File: config.mk
export PLATFORM = sky130hd
export DESIGN_NAME = ttuv_back
export DESIGN_NICKNAME = d
export VERILOG_FILES = /design/src/design/ttuv_pkg.sv /design/src/design/ttuv_back.sv
export SDC_FILE = /design/constraint.sdc
export NUM_CORES = 1
export LEC_CHECK = 0
export BUFFER_PORTS_ARGS = -buffer_cell sky130_fd_sc_hd__buf_2
export CAP_MARGIN = 30
export CORE_MARGIN = 2
export CORE_UTILIZATION = 25
export CTS_CLUSTER_SIZE = 16
export DETAILED_ROUTE_END_ITERATION = 8
export SLEW_MARGIN = 15
export SYNTH_ARGS = -nofsm -noshare
export SYNTH_HDL_FRONTEND = slang
export SYNTH_SLANG_ARGS = --single-unit
File: constraint.sdc
create_clock -name clk -period 5.6 [get_ports clk]
set_input_delay 0.28 -clock clk [delete_from_list [all_inputs] [get_ports clk]]
set_output_delay 0.28 -clock clk [all_outputs]
set_load 0.02 [all_outputs]
File: src/design/ttuv_pkg.sv
// ----------------------------------------------------------------------------
// ttuv_pkg: shared constants for the triangle tangent block
// Vertex phase codes and widths.
// ----------------------------------------------------------------------------
package ttuv_pkg;
	localparam int POS_WIDTH_DEF = 24;
	localparam int UV_WIDTH_DEF  = 16;
	localparam int OUT_W         = 32;
	localparam int OUT_FRAC      = 16;
	localparam int OUT_INT_LIMIT = 15;

	localparam logic [1:0] PH_FIRST  = 2'd0;
	localparam logic [1:0] PH_SECOND = 2'd1;
	localparam logic [1:0] PH_THIRD  = 2'd2;
endpackage

File: src/design/ttuv_back.sv
// ----------------------------------------------------------------------------
// ttuv_back: tangent divider
// Restoring division, one quotient bit per cycle, shared over x, y and z.
// ----------------------------------------------------------------------------
module ttuv_back import ttuv_pkg::*; #(
	parameter int POS_WIDTH = POS_WIDTH_DEF,
	parameter int UV_WIDTH  = UV_WIDTH_DEF,
	localparam int NW = POS_WIDTH + UV_WIDTH + 3,
	localparam int DW = 2 * UV_WIDTH + 3,
	localparam int QW = NW + OUT_FRAC,
	localparam int CW = $clog2(QW + 2)
) (
	input  logic                 clk,
	input  logic                 arst_n,
	input  logic                 req_valid,
	output logic                 req_ready,
	input  logic signed [NW-1:0] req_nx,
	input  logic signed [NW-1:0] req_ny,
	input  logic signed [NW-1:0] req_nz,
	input  logic signed [DW-1:0] req_det,
	output logic                 out_valid,
	input  logic                 out_ready,
	output logic [3*OUT_W:0]     out_data
);
	logic              busy_q;
	logic [1:0]        axis_q;
	logic [CW-1:0]     cnt_q;
	logic signed [NW-1:0] n_q [3];
	logic [DW-1:0]     den_q;
	logic              dneg_q;
	logic [QW-1:0]     quo_q;
	logic [DW:0]       rem_q;
	logic              nneg_q;
	logic [OUT_W-1:0]  t_q [3];
	logic              degen_q;
	logic [DW:0]       trial;
	logic [OUT_W-1:0]  mag, res;
	logic              ovf;
	logic [NW-1:0]     un;

	assign req_ready = !busy_q && !out_valid;
	assign trial = {rem_q[DW-1:0], quo_q[QW-1]};
	assign ovf = |quo_q[QW-1:OUT_FRAC+OUT_INT_LIMIT];
	assign mag = quo_q[OUT_W-1:0];
	assign res = ovf ? (nneg_q != dneg_q ? {1'b1, {(OUT_W-1){1'b0}}} : {1'b0, {(OUT_W-1){1'b1}}})
		: (nneg_q != dneg_q ? OUT_W'(0) - mag : mag);
	assign un = n_q[axis_q][NW-1] ? NW'(0) - n_q[axis_q] : n_q[axis_q];
	assign out_data = {degen_q, t_q[2], t_q[1], t_q[0]};

	always_ff @(posedge clk or negedge arst_n) begin
		if (!arst_n) begin
			busy_q <= 1'b0;
			out_valid <= 1'b0;
			cnt_q <= '0;
			axis_q <= '0;
		end else begin
			if (out_valid && out_ready) out_valid <= 1'b0;
			if (req_valid && req_ready) begin
				busy_q <= req_det != '0;
				out_valid <= req_det == '0;
				axis_q <= '0;
				cnt_q <= '0;
			end else if (busy_q) begin
				if (cnt_q == CW'(QW + 1)) begin
					cnt_q <= '0;
					if (axis_q == 2'd2) begin
						busy_q <= 1'b0;
						out_valid <= 1'b1;
					end else axis_q <= axis_q + 2'd1;
				end else cnt_q <= cnt_q + CW'(1);
			end
		end
	end

	always_ff @(posedge clk) begin
		if (req_valid && req_ready) begin
			n_q[0] <= req_nx; n_q[1] <= req_ny; n_q[2] <= req_nz;
			dneg_q <= req_det[DW-1];
			den_q <= req_det[DW-1] ? DW'(0) - req_det : req_det;
			degen_q <= req_det == '0;
			for (int i = 0; i < 3; i++) t_q[i] <= '0;
		end else if (busy_q) begin
			if (cnt_q == '0) begin
				// load magnitude, scaled by 2^16
				quo_q <= {un, {OUT_FRAC{1'b0}}};
				rem_q <= '0;
				nneg_q <= n_q[axis_q][NW-1];
			end else if (cnt_q == CW'(QW + 1)) begin
				t_q[axis_q] <= res;
			end else begin
				if (trial >= {1'b0, den_q}) begin
					rem_q <= trial - {1'b0, den_q};
					quo_q <= {quo_q[QW-2:0], 1'b1};
				end else begin
					rem_q <= trial;
					quo_q <= {quo_q[QW-2:0], 1'b0};
				end
			end
		end
	end

	ap_deg: assert property (@(posedge clk) disable iff (!arst_n)
		out_valid && out_data[3*OUT_W] |-> out_data[3*OUT_W-1:0] == '0)
		else $error("degenerate tangent not zero");
	ap_ex: assert property (@(posedge clk) disable iff (!arst_n) !(busy_q && out_valid))
		else $error("busy with result pending");
	ap_out: assert property (@(posedge clk) disable iff (!arst_n)
		out_valid && !out_ready |=> out_valid && $stable(out_data))
		else $error("result dropped");
endmodule

==> flow_summary.toml <==
[clock_network]
cts_tree = "done"
cts_buffer_depth = 3
post-cts-setup-buffers = 0
path_clk_slew_ns = 0.06
cts.sink_count = 367
clk_latency_ns = 0.58
cts_buffers = 44
htreeDepth = 2
root_buffer = "clkbuf_16"

[route]
drt_iter0_drc = 853
dr.pass1.iters = 5
drc_errors = 0
ant_nets = 0
drt_wl_total_um = 48500
vias = 13534
wl_per_cell_um = 16.4
via_per_inst = 4.57

[floorplanning]
die_h_um = 274
initial_core_util_pct = 25.4
die_area_sq_um = 75000
ios = 267
rows = 98
coreArea_sq_um = 71700
die_w_um = 274

[critical_path]
path_max_fanout = 23
startpoint_type = "flip-flop"
slowest_delay_ns = 0.83
critPathTopFamily = "simple AND/OR/NAND/NOR gates"
rr_worst_depth = 10
worstSetupPathType = "flip-flop to flip-flop"
path_cells = "mux2_2, mux2i_1, nand4_1, a2111oi_0, and3_1, and3_1, and3_1, a21oi_1, xnor2_1, o21ai_0"
crit_top_cell = "and3_1"
cp.required_ns = 5.98
r2r_slack_ns = 1.79
crit_path_top_delay_cell = "dfrtp_2"
cp_num_buf_inv = 0
r2r-start = "axis_q[0]"
endpoint_kind = "flip-flop"
regToRegEndpoint = "quo_q[51]"
cp.arrival_ns = 4.20

[yosys]
synth_area_per_cell_sq_um = 11.5
yosysWarnings = 0
synth_edf_count = 357
async_flop_share_pct = 2.72
synthFlopType = "edfxtp_1"
synth_cell_types = 62
yosysSeqAreaShare_pct = 60.3
ys_ff_latch = 367
syn_nets = 1793
syn_area_sq_um = 18200
syn_inst = 1581

[global_route]
grt_pass1_wl_um = 74700
globalRouteOverflowTotal = 0
antenna_found_initial = 3
first_global_vias = 13600
grt_usage_pct = 12.6
grt_max_degree = 101

[placement]
place_ws_ns = 1.78
placed_cells = 2744
hpwlAfterDp_um = 33000
io_buffer_count = 266
gp_congestion = 0.830

[power_and_ir_drop]
ir_worst_vdd_uv = 208
p_per_area_nw_per_um2 = 481
leakagePower_nw = 8.87

[cells_and_area]
fin_nets = 2189
layoutNonFillerInstCount = 2963
syn_to_final_growth_pct = 28.9
layout-drive-gt1-share_pct = 19.5

[timing]
hold_violations = 0
report.final.slew_viol_count = 0
skew_ns = 0.0304
period_needed_ns = 3.81
postLayoutSetupSlackWorst_ns = 1.79
min_period_over_period_pct = 68.1
relSlewSlack_pct = 42.9
tightest_slew_ns = 0.857
timing.fmax_mhz = 262
rsz0062_at_grt = "false"
final-setup-viol-count = 0
tns_ns = 0

[job]
cap_viol_max_count = 0

[worst_hold_path]
hp-start = "req_det[17]"
hold_path_end = "den_q[17]"
hp-class = "input port to flip-flop"
min_path_cells = 2

[status]
status = "complete, no violations"
## power by group
group	switching, mW	internal, mW	total (mW)
combinational	2.46	1.62	4.08
sequential	0.447	3.89	4.33
clock	1.22	1.65	2.87
total	4.13	7.16	11.3
## kinds of logic after synthesis
group / Yosys count / synth area share (%)
compound gates: 341 / 11.2
xor+xnor: 110 / 5.29
fa+ha+maj: 44 / 3.07
buf+inv: 140 / 2.94
flops: 367 / 60.3
mux: 77 / 4.30
simple gates: 502 / 12.9
## cells in the mapped netlist (18+ instances only)
library cell | count | area [sq um]
inv_1 | 68 | 255
ha_1 | 43 | 538
nor3_1 | 23 | 115
mux2i_1 | 67 | 671
a21oi_1 | 99 | 495
o31ai_1 | 21 | 158
xnor2_1 | 73 | 639
nor2b_1 | 37 | 231
clkbuf_1 | 60 | 225
a21o_1 | 18 | 135
xor2_1 | 37 | 324
nand3_1 | 20 | 100
a31oi_1 | 19 | 119
edfxtp_1 | 357 | 10700
o21ai_0 | 117 | 586
nor2_1 | 175 | 657
nand2_1 | 152 | 571
## layout make-up
cell class	count	area, sq um
Timing Repair Buffer	421	2880
Multi-Input combinational cell	1074	6710
Clock buffer	49	1150
Fill cell	7124	48300
Inverter	69	267
Sequential cell	367	11000
Antenna cell	2	5.00
Clock inverter	31	294
Tap cell	950	1190
## placed cells by master, fill, tap and decap left out, types with 17 or more instances in the layout
cell / count
o21ai_0: 117
nor3_1: 23
nor2_1: 175
o31ai_1: 21
xnor2_1: 73
nand3_1: 19
mux2i_1: 67
ha_1: 43
a21o_1: 18
a31oi_1: 19
buf_4: 17
buf_2: 266
a21oi_1: 99
nor2b_1: 37
inv_1: 66
dlygate4sd3_1: 136
nand2_1: 152
clkbuf_16: 45
xor2_1: 37
edfxtp_1: 357
## sequential cells by signal (all words and copies together), names as in the netlist
register   cells
axis_q         2
busy_q         1
cnt_q          6
degen_q        1
den_q         35
dneg_q         1
n_q          129
nneg_q         1
out_valid      1
quo_q         59
rem_q         35
t_q           96
## how the worst max path moves through the flow
stage | startpoint | end | depth (start not counted)
floorplan | out_valid | cnt_q[0] | 6
global placement | axis_q[0] | quo_q[51] | 10
detailed placement | axis_q[0] | quo_q[51] | 10
CTS | axis_q[0] | quo_q[51] | 10
global route | axis_q[0] | quo_q[51] | 10
finish | axis_q[0] | quo_q[51] | 10
## metal layers
layer / GRT usage (%) / vias up / wire length, um
li1: - / 6579 / -
met1: 16.1 / 6497 / 21300
met2: 21.7 / 372 / 23300
met3: 2.15 / 86 / 2550
met4: 4.24 / 0 / 1340
met5: 0 / - / 0
## through the flow
step	power, mW	area, sq um	utilization [%]	hold slack [ns]
floorplan	7.27	18200	-	-0.0156
global placement	8.29	20600	28.7	0.204
detailed placement	8.40	20600	28.7	0.197
CTS	11.4	23400	32.7	0.00294
global route	12.1	23500	32.7	0.0226
finish	11.3	23500	32.7	0.0544
## repair_timing
action                    in CTS  in global routing
resized for setup              0                  0
hold buffers                 136                  0
hold endpoints to repair     145                  0
(Power assumes the default switching activity.)
